**config.mk**
```make
export PLATFORM = sky130hd
export DESIGN_NAME = first_fit_block_allocator
export DESIGN_NICKNAME = d
export VERILOG_FILES = /design/src/ffba_pkg.sv /design/src/ffba_ram.sv /design/src/ffba_table.sv /design/src/first_fit_block_allocator.sv
export SDC_FILE = /design/constraint.sdc
export NUM_CORES = 1
export LEC_CHECK = 0
export BUFFER_PORTS_ARGS = -buffer_cell sky130_fd_sc_hd__clkbuf_2
export CAP_MARGIN = 20
export CORE_ASPECT_RATIO = 1.4
export CORE_MARGIN = 2
export CORE_UTILIZATION = 60
export DETAILED_ROUTE_END_ITERATION = 6
export GPL_ROUTABILITY_DRIVEN = 0
export PLACE_DENSITY_LB_ADDON = 0.15
export SYNTH_ARGS = -nofsm -noshare
export SYNTH_HDL_FRONTEND = slang
export SYNTH_HIERARCHICAL = 1
export SYNTH_SLANG_ARGS = --single-unit
export TNS_END_PERCENT = 100
```
**constraint.sdc**
```tcl
create_clock -name clk_i -period 7.91 [get_ports clk_i]
set_clock_uncertainty 0.2 [all_clocks]
set_input_delay 1.582 -clock clk_i [delete_from_list [all_inputs] [get_ports clk_i]]
set_output_delay 1.582 -clock clk_i [all_outputs]
set_load 0.03 [all_outputs]
```
**src/ffba_pkg.sv**
```systemverilog
// shared field widths, command codes and status codes for the first-fit allocator
package ffba_pkg;

  // fixed field widths of the ports
  localparam int unsigned CMD_W    = 2;
  localparam int unsigned PART_W   = 4;
  localparam int unsigned AMT_W    = 16;
  localparam int unsigned STATUS_W = 2;
  localparam int unsigned BLK_W    = 5;

  // reset value of the blocks-in-use register
  localparam logic [BLK_W-1:0] BLOCKS_RESET = 5'd16;

  // command codes
  localparam logic [CMD_W-1:0] CMD_LOAD    = 2'd0;
  localparam logic [CMD_W-1:0] CMD_ALLOC   = 2'd1;
  localparam logic [CMD_W-1:0] CMD_RELEASE = 2'd2;
  localparam logic [CMD_W-1:0] CMD_NOP     = 2'd3;

  // status codes
  localparam logic [STATUS_W-1:0] ST_DONE     = 2'd0;
  localparam logic [STATUS_W-1:0] ST_NO_FIT   = 2'd1;
  localparam logic [STATUS_W-1:0] ST_NOT_BUSY = 2'd2;

endpackage

```
**src/ffba_ram.sv**
```systemverilog
// generic single-write, single-read ram with registered read data
module ffba_ram #(
  parameter int unsigned WIDTH = 33,
  parameter int unsigned DEPTH = 16
) (
  input  logic                     clk_i,
  input  logic                     wr_en_i,
  input  logic [$clog2(DEPTH)-1:0] wr_addr_i,
  input  logic [WIDTH-1:0]         wr_data_i,
  input  logic [$clog2(DEPTH)-1:0] rd_addr_i,
  output logic [WIDTH-1:0]         rd_data_o
);

  logic [WIDTH-1:0] mem_q [DEPTH];
  logic [WIDTH-1:0] rd_data_q;

  // write port
  always_ff @(posedge clk_i) begin
    if (wr_en_i) begin
      mem_q[wr_addr_i] <= wr_data_i;
    end
  end

  // registered read port
  always_ff @(posedge clk_i) begin
    rd_data_q <= mem_q[rd_addr_i];
  end

  assign rd_data_o = rd_data_q;

endmodule

```
**src/ffba_table.sv**
```systemverilog
// partition table: ram of {busy, granted, size} with per-entry written bits
module ffba_table #(
  parameter int unsigned PARTITIONS = 16,
  parameter int unsigned SIZE_BITS  = 16
) (
  input  logic                          clk_i,
  input  logic                          rst_ni,
  input  logic [$clog2(PARTITIONS)-1:0] rd_addr_i,
  input  logic                          wr_en_i,
  input  logic [$clog2(PARTITIONS)-1:0] wr_addr_i,
  input  logic                          wr_busy_i,
  input  logic [SIZE_BITS-1:0]          wr_granted_i,
  input  logic [SIZE_BITS-1:0]          wr_size_i,
  output logic                          rd_busy_o,
  output logic [SIZE_BITS-1:0]          rd_granted_o,
  output logic [SIZE_BITS-1:0]          rd_size_o
);

  localparam int unsigned EW = 1 + 2 * SIZE_BITS;

  logic [PARTITIONS-1:0] written_q;
  logic                  rd_written_q;
  logic [EW-1:0]         rd_data;
  logic [EW-1:0]         entry;

  ffba_ram #(
    .WIDTH (EW),
    .DEPTH (PARTITIONS)
  ) u_ram (
    .clk_i     (clk_i),
    .wr_en_i   (wr_en_i),
    .wr_addr_i (wr_addr_i),
    .wr_data_i ({wr_busy_i, wr_granted_i, wr_size_i}),
    .rd_addr_i (rd_addr_i),
    .rd_data_o (rd_data)
  );

  // written bits, cleared at reset so untouched entries read as free and empty
  always_ff @(posedge clk_i or negedge rst_ni) begin
    if (!rst_ni) begin
      written_q    <= '0;
      rd_written_q <= 1'b0;
    end else begin
      rd_written_q <= written_q[rd_addr_i];
      if (wr_en_i) begin
        written_q[wr_addr_i] <= 1'b1;
      end
    end
  end

  // mask read data of entries never written
  assign entry        = rd_written_q ? rd_data : '0;
  assign rd_busy_o    = entry[EW-1];
  assign rd_granted_o = entry[2*SIZE_BITS-1:SIZE_BITS];
  assign rd_size_o    = entry[SIZE_BITS-1:0];

endmodule

```
**src/first_fit_block_allocator.sv**
```systemverilog
// first-fit partition allocator top level: command sequencer around the partition table
//
// channel  direction  handshake                     payload
// cmd      in         start_i, busy_o               command_i, partition_i, amount_i
// result   out        valid_o (one-cycle strobe)    status_o, granted_partition_o,
//                                                   granted_amount_o
// cfg      in         cfg_valid_i, cfg_ready_o      cfg_data_i (blocks in use)
//
// load, release and the unused command read their table entry; load writes it back, and
// release does so only for a busy partition. allocate reads one table entry per cycle from
// entry 0 to the first fit, at most min(blocks in use, PARTITIONS) entries; the single ram
// read port sets this rate. an out-of-range partition or zero blocks in use
// finishes in the accept cycle. the result strobes in the cycle after the item ends.
// reset clears the table at once through per-entry written bits; the receiver cannot stall.
module first_fit_block_allocator
  import ffba_pkg::*;
#(
  parameter int unsigned PARTITIONS = 16,
  parameter int unsigned SIZE_BITS  = 16
) (
  input  logic                clk_i,
  input  logic                rst_ni,
  input  logic                start_i,
  output logic                busy_o,
  input  logic [CMD_W-1:0]    command_i,
  input  logic [PART_W-1:0]   partition_i,
  input  logic [AMT_W-1:0]    amount_i,
  output logic                valid_o,
  output logic [STATUS_W-1:0] status_o,
  output logic [PART_W-1:0]   granted_partition_o,
  output logic [AMT_W-1:0]    granted_amount_o,
  input  logic                cfg_valid_i,
  output logic                cfg_ready_o,
  input  logic [BLK_W-1:0]    cfg_data_i
);

  localparam int unsigned IW = $clog2(PARTITIONS);
  localparam int unsigned CW = $clog2(PARTITIONS + 1);

  localparam logic [1:0] S_IDLE   = 2'd0;
  localparam logic [1:0] S_SCAN   = 2'd1;
  localparam logic [1:0] S_ACCESS = 2'd2;

  logic [1:0]           state_q, state_d;
  logic [BLK_W-1:0]     blocks_q;
  logic [CMD_W-1:0]     cmd_q;
  logic [PART_W-1:0]    part_q;
  logic [SIZE_BITS-1:0] amt_q;
  logic [CW-1:0]        scan_q, scan_d;
  logic [CW-1:0]        limit_q;

  logic                 res_valid_q, res_valid_d;
  logic [STATUS_W-1:0]  res_status_q, res_status_d;
  logic [PART_W-1:0]    res_part_q, res_part_d;
  logic [AMT_W-1:0]     res_amt_q, res_amt_d;

  logic                 accept;
  logic                 in_range;
  logic [CW-1:0]        limit;
  logic [CW-1:0]        scan_nxt;
  logic [SIZE_BITS-1:0] amt_in;

  logic [IW-1:0]        rd_addr;
  logic                 wr_en;
  logic [IW-1:0]        wr_addr;
  logic                 wr_busy;
  logic [SIZE_BITS-1:0] wr_granted;
  logic [SIZE_BITS-1:0] wr_size;
  logic                 rd_busy;
  logic [SIZE_BITS-1:0] rd_granted;
  logic [SIZE_BITS-1:0] rd_size;
  logic                 fit;

  ffba_table #(
    .PARTITIONS (PARTITIONS),
    .SIZE_BITS  (SIZE_BITS)
  ) u_table (
    .clk_i        (clk_i),
    .rst_ni       (rst_ni),
    .rd_addr_i    (rd_addr),
    .wr_en_i      (wr_en),
    .wr_addr_i    (wr_addr),
    .wr_busy_i    (wr_busy),
    .wr_granted_i (wr_granted),
    .wr_size_i    (wr_size),
    .rd_busy_o    (rd_busy),
    .rd_granted_o (rd_granted),
    .rd_size_o    (rd_size)
  );

  // input decode
  assign accept   = start_i && (state_q == S_IDLE);
  assign in_range = 32'(partition_i) < 32'(PARTITIONS);
  assign limit    = (32'(blocks_q) > 32'(PARTITIONS)) ? CW'(PARTITIONS) : CW'(blocks_q);
  assign amt_in   = SIZE_BITS'(amount_i);
  assign scan_nxt = scan_q + CW'(1);
  assign fit      = !rd_busy && (rd_size >= amt_q);

  // table read address: partition (entry 0 for allocate) on accept, next entry while scanning
  always_comb begin
    if (state_q == S_IDLE) begin
      rd_addr = (command_i == CMD_ALLOC) ? '0 : IW'(partition_i);
    end else begin
      rd_addr = IW'(scan_nxt);
    end
  end

  // sequencer, write back and result selection
  always_comb begin
    state_d      = state_q;
    scan_d       = scan_q;
    res_valid_d  = 1'b0;
    res_status_d = res_status_q;
    res_part_d   = res_part_q;
    res_amt_d    = res_amt_q;
    wr_en        = 1'b0;
    wr_addr      = IW'(part_q);
    wr_busy      = rd_busy;
    wr_granted   = rd_granted;
    wr_size      = rd_size;
    case (state_q)
      S_IDLE: begin
        if (accept) begin
          scan_d = '0;
          if (command_i == CMD_ALLOC) begin
            if (limit == '0) begin
              res_valid_d  = 1'b1;
              res_status_d = ST_NO_FIT;
              res_part_d   = partition_i;
              res_amt_d    = '0;
            end else begin
              state_d = S_SCAN;
            end
          end else if (in_range) begin
            state_d = S_ACCESS;
          end else begin
            // partition beyond the table
            res_valid_d  = 1'b1;
            res_status_d = (command_i == CMD_RELEASE) ? ST_NOT_BUSY : ST_DONE;
            res_part_d   = partition_i;
            res_amt_d    = '0;
          end
        end
      end
      S_SCAN: begin
        if (fit) begin
          wr_en        = 1'b1;
          wr_addr      = IW'(scan_q);
          wr_busy      = 1'b1;
          wr_granted   = amt_q;
          state_d      = S_IDLE;
          res_valid_d  = 1'b1;
          res_status_d = ST_DONE;
          res_part_d   = PART_W'(scan_q);
          res_amt_d    = AMT_W'(amt_q);
        end else if (scan_nxt < limit_q) begin
          scan_d = scan_nxt;
        end else begin
          state_d      = S_IDLE;
          res_valid_d  = 1'b1;
          res_status_d = ST_NO_FIT;
          res_part_d   = part_q;
          res_amt_d    = '0;
        end
      end
      S_ACCESS: begin
        state_d     = S_IDLE;
        res_valid_d = 1'b1;
        res_part_d  = part_q;
        case (cmd_q)
          CMD_LOAD: begin
            wr_en        = 1'b1;
            wr_size      = amt_q;
            res_status_d = ST_DONE;
            res_amt_d    = AMT_W'(rd_granted);
          end
          CMD_RELEASE: begin
            if (rd_busy) begin
              wr_en        = 1'b1;
              wr_busy      = 1'b0;
              wr_granted   = '0;
              res_status_d = ST_DONE;
              res_amt_d    = '0;
            end else begin
              res_status_d = ST_NOT_BUSY;
              res_amt_d    = AMT_W'(rd_granted);
            end
          end
          default: begin
            res_status_d = ST_DONE;
            res_amt_d    = AMT_W'(rd_granted);
          end
        endcase
      end
      default: begin
        state_d = S_IDLE;
      end
    endcase
  end

  // control registers
  always_ff @(posedge clk_i or negedge rst_ni) begin
    if (!rst_ni) begin
      state_q     <= S_IDLE;
      scan_q      <= '0;
      blocks_q    <= BLOCKS_RESET;
      res_valid_q <= 1'b0;
    end else begin
      state_q     <= state_d;
      scan_q      <= scan_d;
      res_valid_q <= res_valid_d;
      if (cfg_valid_i && cfg_ready_o) begin
        blocks_q <= cfg_data_i;
      end
    end
  end

  // item and result payload
  always_ff @(posedge clk_i) begin
    if (accept) begin
      cmd_q   <= command_i;
      part_q  <= partition_i;
      amt_q   <= amt_in;
      limit_q <= limit;
    end
    res_status_q <= res_status_d;
    res_part_q   <= res_part_d;
    res_amt_q    <= res_amt_d;
  end

  assign busy_o              = (state_q != S_IDLE);
  assign cfg_ready_o         = 1'b1;
  assign valid_o             = res_valid_q;
  assign status_o            = res_status_q;
  assign granted_partition_o = res_part_q;
  assign granted_amount_o    = res_amt_q;

`ifndef SYNTHESIS
  // a result transfer only follows the end of an item
  a_result_when_idle: assert property (@(posedge clk_i) disable iff (!rst_ni)
    valid_o |-> (state_q == S_IDLE))
    else $error("result strobe while an item is in progress");

  // the scan never passes the allowed partitions
  a_scan_in_limit: assert property (@(posedge clk_i) disable iff (!rst_ni)
    (state_q == S_SCAN) |-> (scan_q < limit_q))
    else $error("scan index beyond blocks in use");

  // a table access is always followed by a result and a return to idle in the next cycle
  a_access_result: assert property (@(posedge clk_i) disable iff (!rst_ni)
    (state_q == S_ACCESS) |=> (valid_o && (state_q == S_IDLE)))
    else $error("table access did not produce a result");

  // the table is written only while an item is in progress
  a_write_in_item: assert property (@(posedge clk_i) disable iff (!rst_ni)
    wr_en |-> ((state_q == S_SCAN) || (state_q == S_ACCESS)))
    else $error("table write outside an item");
`endif

endmodule
```
**After elaboration in Yosys (flattened, before gate mapping)**

Memory sizes are Yosys's and may differ from the RTL's. A register that Yosys moved wholly into a read port is not among the register bits.
Cells that the tools add are included.

- Register bits: 79
- RAM bits: 528
- Output and inout bits: 25
- Logic and storage cells: 107
- Memories kept: 1

- $add $sub $neg: 1
- $lt $le $gt $ge: 6
- Eq/ne operators: 11
- Muxes and demuxes: 61
- Bitwise gates (word level): 1
- Reductions and logical operators: 13

Memories:

| name | words | width | read ports | clocked after Yosys merged registers in | wr ports | RTL line | source |
|---|---|---|---|---|---|---|---|
| u_table.u_ram.mem_q | 16 | 33 | 1 | 1 | 1 | ffba_ram.sv:14 | `logic [WIDTH-1:0] mem_q [DEPTH];` |

Operators by type and width:

| kind | number |
|---|---|
| two-way mux 16 bit | 10 |
| case mux 16 bit (3 select lines) | 1 |
| two-way mux 4 bit | 9 |
| two-way mux 33 bit | 1 |
| case mux 16 bit (2 select lines) | 1 |
| two-way mux 2 bit | 12 |
| two-way mux 5 bit | 4 |
| >= comparator 16 bit | 1 |
| bitwise OR 16 bit | 1 |
| two-way mux 1 bit | 13 |
| case mux 4 bit (3 select lines) | 1 |
| less-than comparator 4 x 5 -> 1 bit, second input constant | 2 |
| case mux 5 bit (2 select lines) | 1 |
| != test 2 bit, second input constant | 3 |
| != test 3 bit, second input constant | 2 |
| case mux 1 bit (2 select lines) | 3 |
| case mux 2 bit (3 select lines) | 1 |
| adder 5 x 1 -> 5 bit, second input constant | 1 |
| > comparator 5 bit, second input constant | 1 |
| zero test 5 bit | 1 |
| less-than comparator 5 bit | 1 |
| AND reduction 5 bit | 1 |
| binary-select mux 1 bit (select 4 bit) | 1 |
| demux 1 bit (select 4 bit) | 1 |
| 13 further kinds | 20 |

**Depth between registers and ports, before layout**

- Depth after elaboration: 10
- Gate-level depth with buffers: 15
- Depth with buffers taken out: 12

**Cells and area by module**

The synthesis kept the hierarchy.

By module, submodules not included:

| module | instances | cells an instance | area an instance (um^2) |
|---|---|---|---|
| ffba_ram | 1 | 864 | 20631.0 |
| first_fit_block_allocator | 1 | 307 | 3644.7 |
| ffba_table | 1 | 90 | 969.7 |

**Worst setup path before layout**

Ideal clock, no wire load.

- Path kind: reg2reg
- From: reg u_table.rd_written_q
- To: reg res_amt_q[0] (netlist: granted_amount_o[0]) (enable)
- Library setup time: 0.522 ns
- Arrival: 5.480 ns
- Path slack: 1.709 ns
- Stages on the path, launching flop included: 10
- Path buffers: 1
- Period minus slack after synthesis: 6.201 ns
- Cells stage by stage: dfrtp_1 clkbuf_1 and2_1 ha_1 nand4_1 nor3_1 a2111oi_4 a31oi_4 nor2_1 a2111oi_0

- Cells in the longest elaborated chain, start to end: 5

Ends and longest elaborated chain:

| element | RTL line | source |
|---|---|---|
| start, declared | ffba_table.sv:22 | `logic rd_written_q;` |
| start signal, assigned | ffba_table.sv:44 | `rd_written_q <= written_q[rd_addr_i];` |
| two-way mux 33 bit | ffba_table.sv:52 | `assign entry = rd_written_q ? rd_data : '0;` |
| named net rd_size[15] | first_fit_block_allocator.sv:71 | `logic [SIZE_BITS-1:0] rd_size;` |
| >= comparator 16 bit | first_fit_block_allocator.sv:97 | `assign fit = !rd_busy && (rd_size >= amt_q);` |
| logical AND 1 bit | first_fit_block_allocator.sv:97 |  |
| != test 3 bit (no line) | -- |  |
| AND reduction 5 bit (no line) | -- |  |
| end signal, assigned | first_fit_block_allocator.sv:228 | `res_amt_q <= res_amt_d;` |
| end, declared | first_fit_block_allocator.sv:55 | `logic [AMT_W-1:0] res_amt_q, res_amt_d;` |

The timed path passes the listed nets, and every way through them passes these cells.
A chain may end at the register's enable or synchronous reset.

**Final worst setup path**

- From: reg u_table.rd_written_q
- To: mem u_table.u_ram.mem_q[15][10] (enable)

RTL lines:

| element | RTL line | source |
|---|---|---|
| two-way mux 33 bit | ffba_table.sv:52 |  |
| named net rd_size[0] | first_fit_block_allocator.sv:71 |  |
| >= comparator 16 bit | first_fit_block_allocator.sv:97 |  |
| logical AND 1 bit | first_fit_block_allocator.sv:97 |  |
| two-way mux 4 bit | first_fit_block_allocator.sv:146 | `if (fit) begin` |
| two-way mux 4 bit | first_fit_block_allocator.sv:121 | `case (state_q)` |
| named net wr_addr[1] | first_fit_block_allocator.sv:65 | `logic [IW-1:0] wr_addr;` |
| end, declared | ffba_ram.sv:14 |  |

The timed path passes the listed nets, and every way through them passes these cells.

==> results.txt <==
The run gives 0.427 as the global routing usage on met2. Derived from the worst setup path, the maximum achievable clock frequency is 185 MHz. The share of flip-flops with an asynchronous set or reset is 0.0469. Number of clock sinks: 640.

The first global-routing pass estimated 81.2 mm of wire. STA puts the critical path data arrival time at 5400 ps. Entering global routing, the biggest net connects 73 pins. The worst setup path is captured at a flip-flop. The worst setup path is launched from a flip-flop. The run gives 6 as the count of warnings emitted by yosys. The critical path is of the flip-flop to flip-flop type.

Before antenna repair, the detailed router went through 7 iterations. The run gives 0.610 as the starting utilization of the core area. TritonCTS built the clock tree.

Via count of the first global-routing pass: 12,800. Largest stage delay on the critical path: 650 ps. The tools report the final routed DRC violation total as 0.

In the final design database the tool counted 1,399 nets. The run gives 60 as the post-synthesis cell type count. After clock tree synthesis, the flow added hold-fix buffers numbering 0. Setup violations remaining at the end of the flow were counted as 0. The clock-pin slew on the worst setup and hold paths was 60 ps. The run gives 0.0484 as the global-route track usage on met3. The run gives 0 as the final antenna-violating net count. After detailed placement, the total cell area comes to 0.0262 sq mm. The run gives 0 as the number of diodes.

The floorplan step set the die width to 177 microns. The die footprint was 0.0438 sq mm; the worst-case setup margin in the final layout was 2520 ps. The post-route fraction of the period consumed by the critical path works out to 0.682. The largest fanout on the critical path is 24.

Across the VDD grid, the largest voltage drop is 293 uV. Worst max-slew margin expressed relative to the limit: 0.288. The tools report the met1 track demand over resource in global routing as 0.354. Input and output buffers added on the ports amount to 54. The hold violation count in the final report is 0, and the number of nets produced by synthesis is 1,317. The proportion of layout cells with a drive suffix above 1 came out at 0.255. The register area share after synthesis was 0.742. Setup repair after global routing left no endpoint under its margin.

The routed layout has 12,500 vias. For the worst-skew pair later-pin latency, the log shows 580 ps. After synthesis, the mean cell area works out to 20.0 sq um. The top cell types in the final layout, fill and taps aside, are 577 x edfxtp_1, 113 x mux4_2, 67 x a22oi_1, 57 x clkbuf_16, 56 x nand2_1. The signed area change from the synthesized netlist to the final layout came out at 11.1%. With fillers left out, the area of the finished cells amounts to 0.0280 sq mm.

The total routing usage reported by global routing is 0.259. The synthesized design contains 640 register bits. In this run the number of H-tree levels came out at 2.

The total area inside the core boundary comes to 0.0414 sq mm. The required time at the endpoint of the critical path is 7920 ps, and the count of routing violations after the opening detailed-route iteration is 1,267. In this run the static leakage power is 0.00978 uW.

By instance count, the cell type seen most on the critical path is buf_4. The most heavily used metal layer in global routing is met2. Max-cap violations in this run came to 0. Detail-routed via count per cell: 6.48. Leaving out fill and tap cells, the most frequent cell in the layout is edfxtp_1. Summed over all layers, the routed wires come to 54.6 mm. For the post-CTS setup buffer count, the log shows 0.

The vertical die dimension is 247 microns. The maximum clock path buffer count came out at 3. The post-placement setup slack is 2600 ps, and the synthesized area is 0.0252 sq mm. Gates resized during post-CTS repair numbered 0.

Setup total negative slack on the finished layout was measured at 0 ps. The tools report the half-perimeter wire length after placement as 31.6 mm. After detailed routing, the average wire length per cell comes to 28.3 microns.

The count of pins over their slew limit was 0; the remaining global-route overflow was 0. In the synthesized netlist the dominant register cell turns out to be edfxtp_1. The post-layout instance count excluding filler cells was 1,929.

The tools report the number of I/O pins as 56. The floorplan has 88 rows. Counting every instance in the synthesized netlist gives 1,261. Number of antenna violations at the first check in global routing: 0.

The placed cell count was 1,825; the power per cell area was 335 mW/mm^2. Clock tree synthesis inserted a total of 56 buffers. The number of flops mapped to enable cells by yosys came out at 577. The master of the slowest instance on the critical path was nor2_4.

The worst hold path belongs to the class flip-flop to flip-flop. Traced cell by cell, the critical path runs through buf_4, and2_1, inv_1, ha_1, nand2b_1, a2111oi_0, nand3b_1, and3_1, nor3_4, mux2_2, nand2_1, nor2_4, buf_4. The minimum clock period after layout is 5390 ps.

Clock tree root buffer cell: clkbuf_16. The flow ran to the end, and the final reports show no timing, DRC or antenna violations. For the pin with the worst max-slew slack, the measured transition is 1070 ps.
[cell families (layout without fill, tap and decap cells)]
kind of cell    Yosys count  count (layout)  share of synthesized area
mux                     165             165                      0.138
fa+ha+maj                25              25                     0.0124
other cells               1               1                   0.000149
simple gates            164             164                     0.0335
flops                   640             640                      0.742
buf+inv                  96             224                     0.0210
compound gates          167             167                     0.0519
xor+xnor                  3               3                    0.00104
[critical path, delay by kind of cell, from the launching register on]
kind                       cells  cell delay, ps
and+or+nand+nor                7            2110
buffers and inverters          3             910
AOI/OAI and AO/OA              1             470
muxes                          1             470
adders and majority gates      1             260
DFF                            1             560
[registers in the layout, indices dropped and copies added (netlist names), 4 cells and up]
name,count
granted_amount_o,16
limit_q,5
u_table/u_ram/mem_q,528
granted_partition_o,4
scan_q,5
part_q,4
u_table/written_q,16
u_table/u_ram/rd_data_o,33
blocks_q,5
amt_q,16
[final timing paths]
| path | startpoint | end | slack, ps | cells after the start |
|---|---|---|---|---|
| min in group asynchronous | rst_ni | u_table/written_q[12] | 890 | 1 |
| min reg2reg | u_table/written_q[5] | u_table/written_q[5] | 270 | 1 |
| max reg2reg | u_table/rd_written_q | u_table/u_ram/mem_q[15][10] | 2520 | 13 |
| max in group asynchronous | rst_ni | scan_q[0] | 6090 | 1 |
| max | u_table/rd_written_q | u_table/u_ram/mem_q[15][10] | 2520 | 13 |
| min | u_table/written_q[5] | u_table/written_q[5] | 270 | 1 |
[synthesized netlist by cell type (all sizes together) (5+ instances only)]
cell,n,area (sq um)
a21o,6,45.0
a21oi,13,65.1
a22o,37,337
a22oi,67,503
and2,35,219
buf,31,287
clkbuf,32,120
dfrtp,29,726
dfxtp,33,661
edfxtp,577,17300
ha,25,313
inv,33,124
mux2,26,297
mux4,136,3150
nand2,56,210
nand3,11,55.1
nand3b,5,37.5
nand4,6,37.5
nor2,20,75.1
nor2b,11,68.8
nor3,8,51.3
o21ai,13,76.3
o21bai,10,75.1
[layer usage]
| metal | up-vias | part of all wire |
|---|---|---|
| met1 | 6533 | 0.39 |
| met3 | 106 | 0.074 |
| li1 | 5338 | - |
| met2 | 524 | 0.50 |
| met4 | 0 | 0.030 |
| met5 | - | 0 |
[power by group]
part / internal, uW / total (uW) / switching, uW
Combinational: 1060 / 2490 / 1430
Clock: 1530 / 2680 / 1150
Sequential: 4080 / 4220 / 133
[metrics by stage]
step | utilization | total power, uW | hold WS [ps]
3_3_place_gp | 0.633 | 6750 | 243
3_5_place_dp | 0.633 | 6780 | 257
4_1_cts | 0.677 | 9450 | 272
2_1_floorplan | - | 6220 | 220
6_report | 0.677 | 9390 | 270
5_1_grt | 0.677 | 9760 | 288
[final cells by class]
| type | count | area, sq um |
|---|---|---|
| Timing Repair Buffer | 87 | 543 |
| Inverter | 33 | 124 |
| Tap cell | 540 | 676 |
| Sequential cell | 640 | 18700 |
| Multi-Input combinational cell | 525 | 6140 |
| Fill cell | 2661 | 13400 |
| Clock inverter | 19 | 175 |
| Clock buffer | 85 | 1640 |
Power figures use the tool's default switching activity.
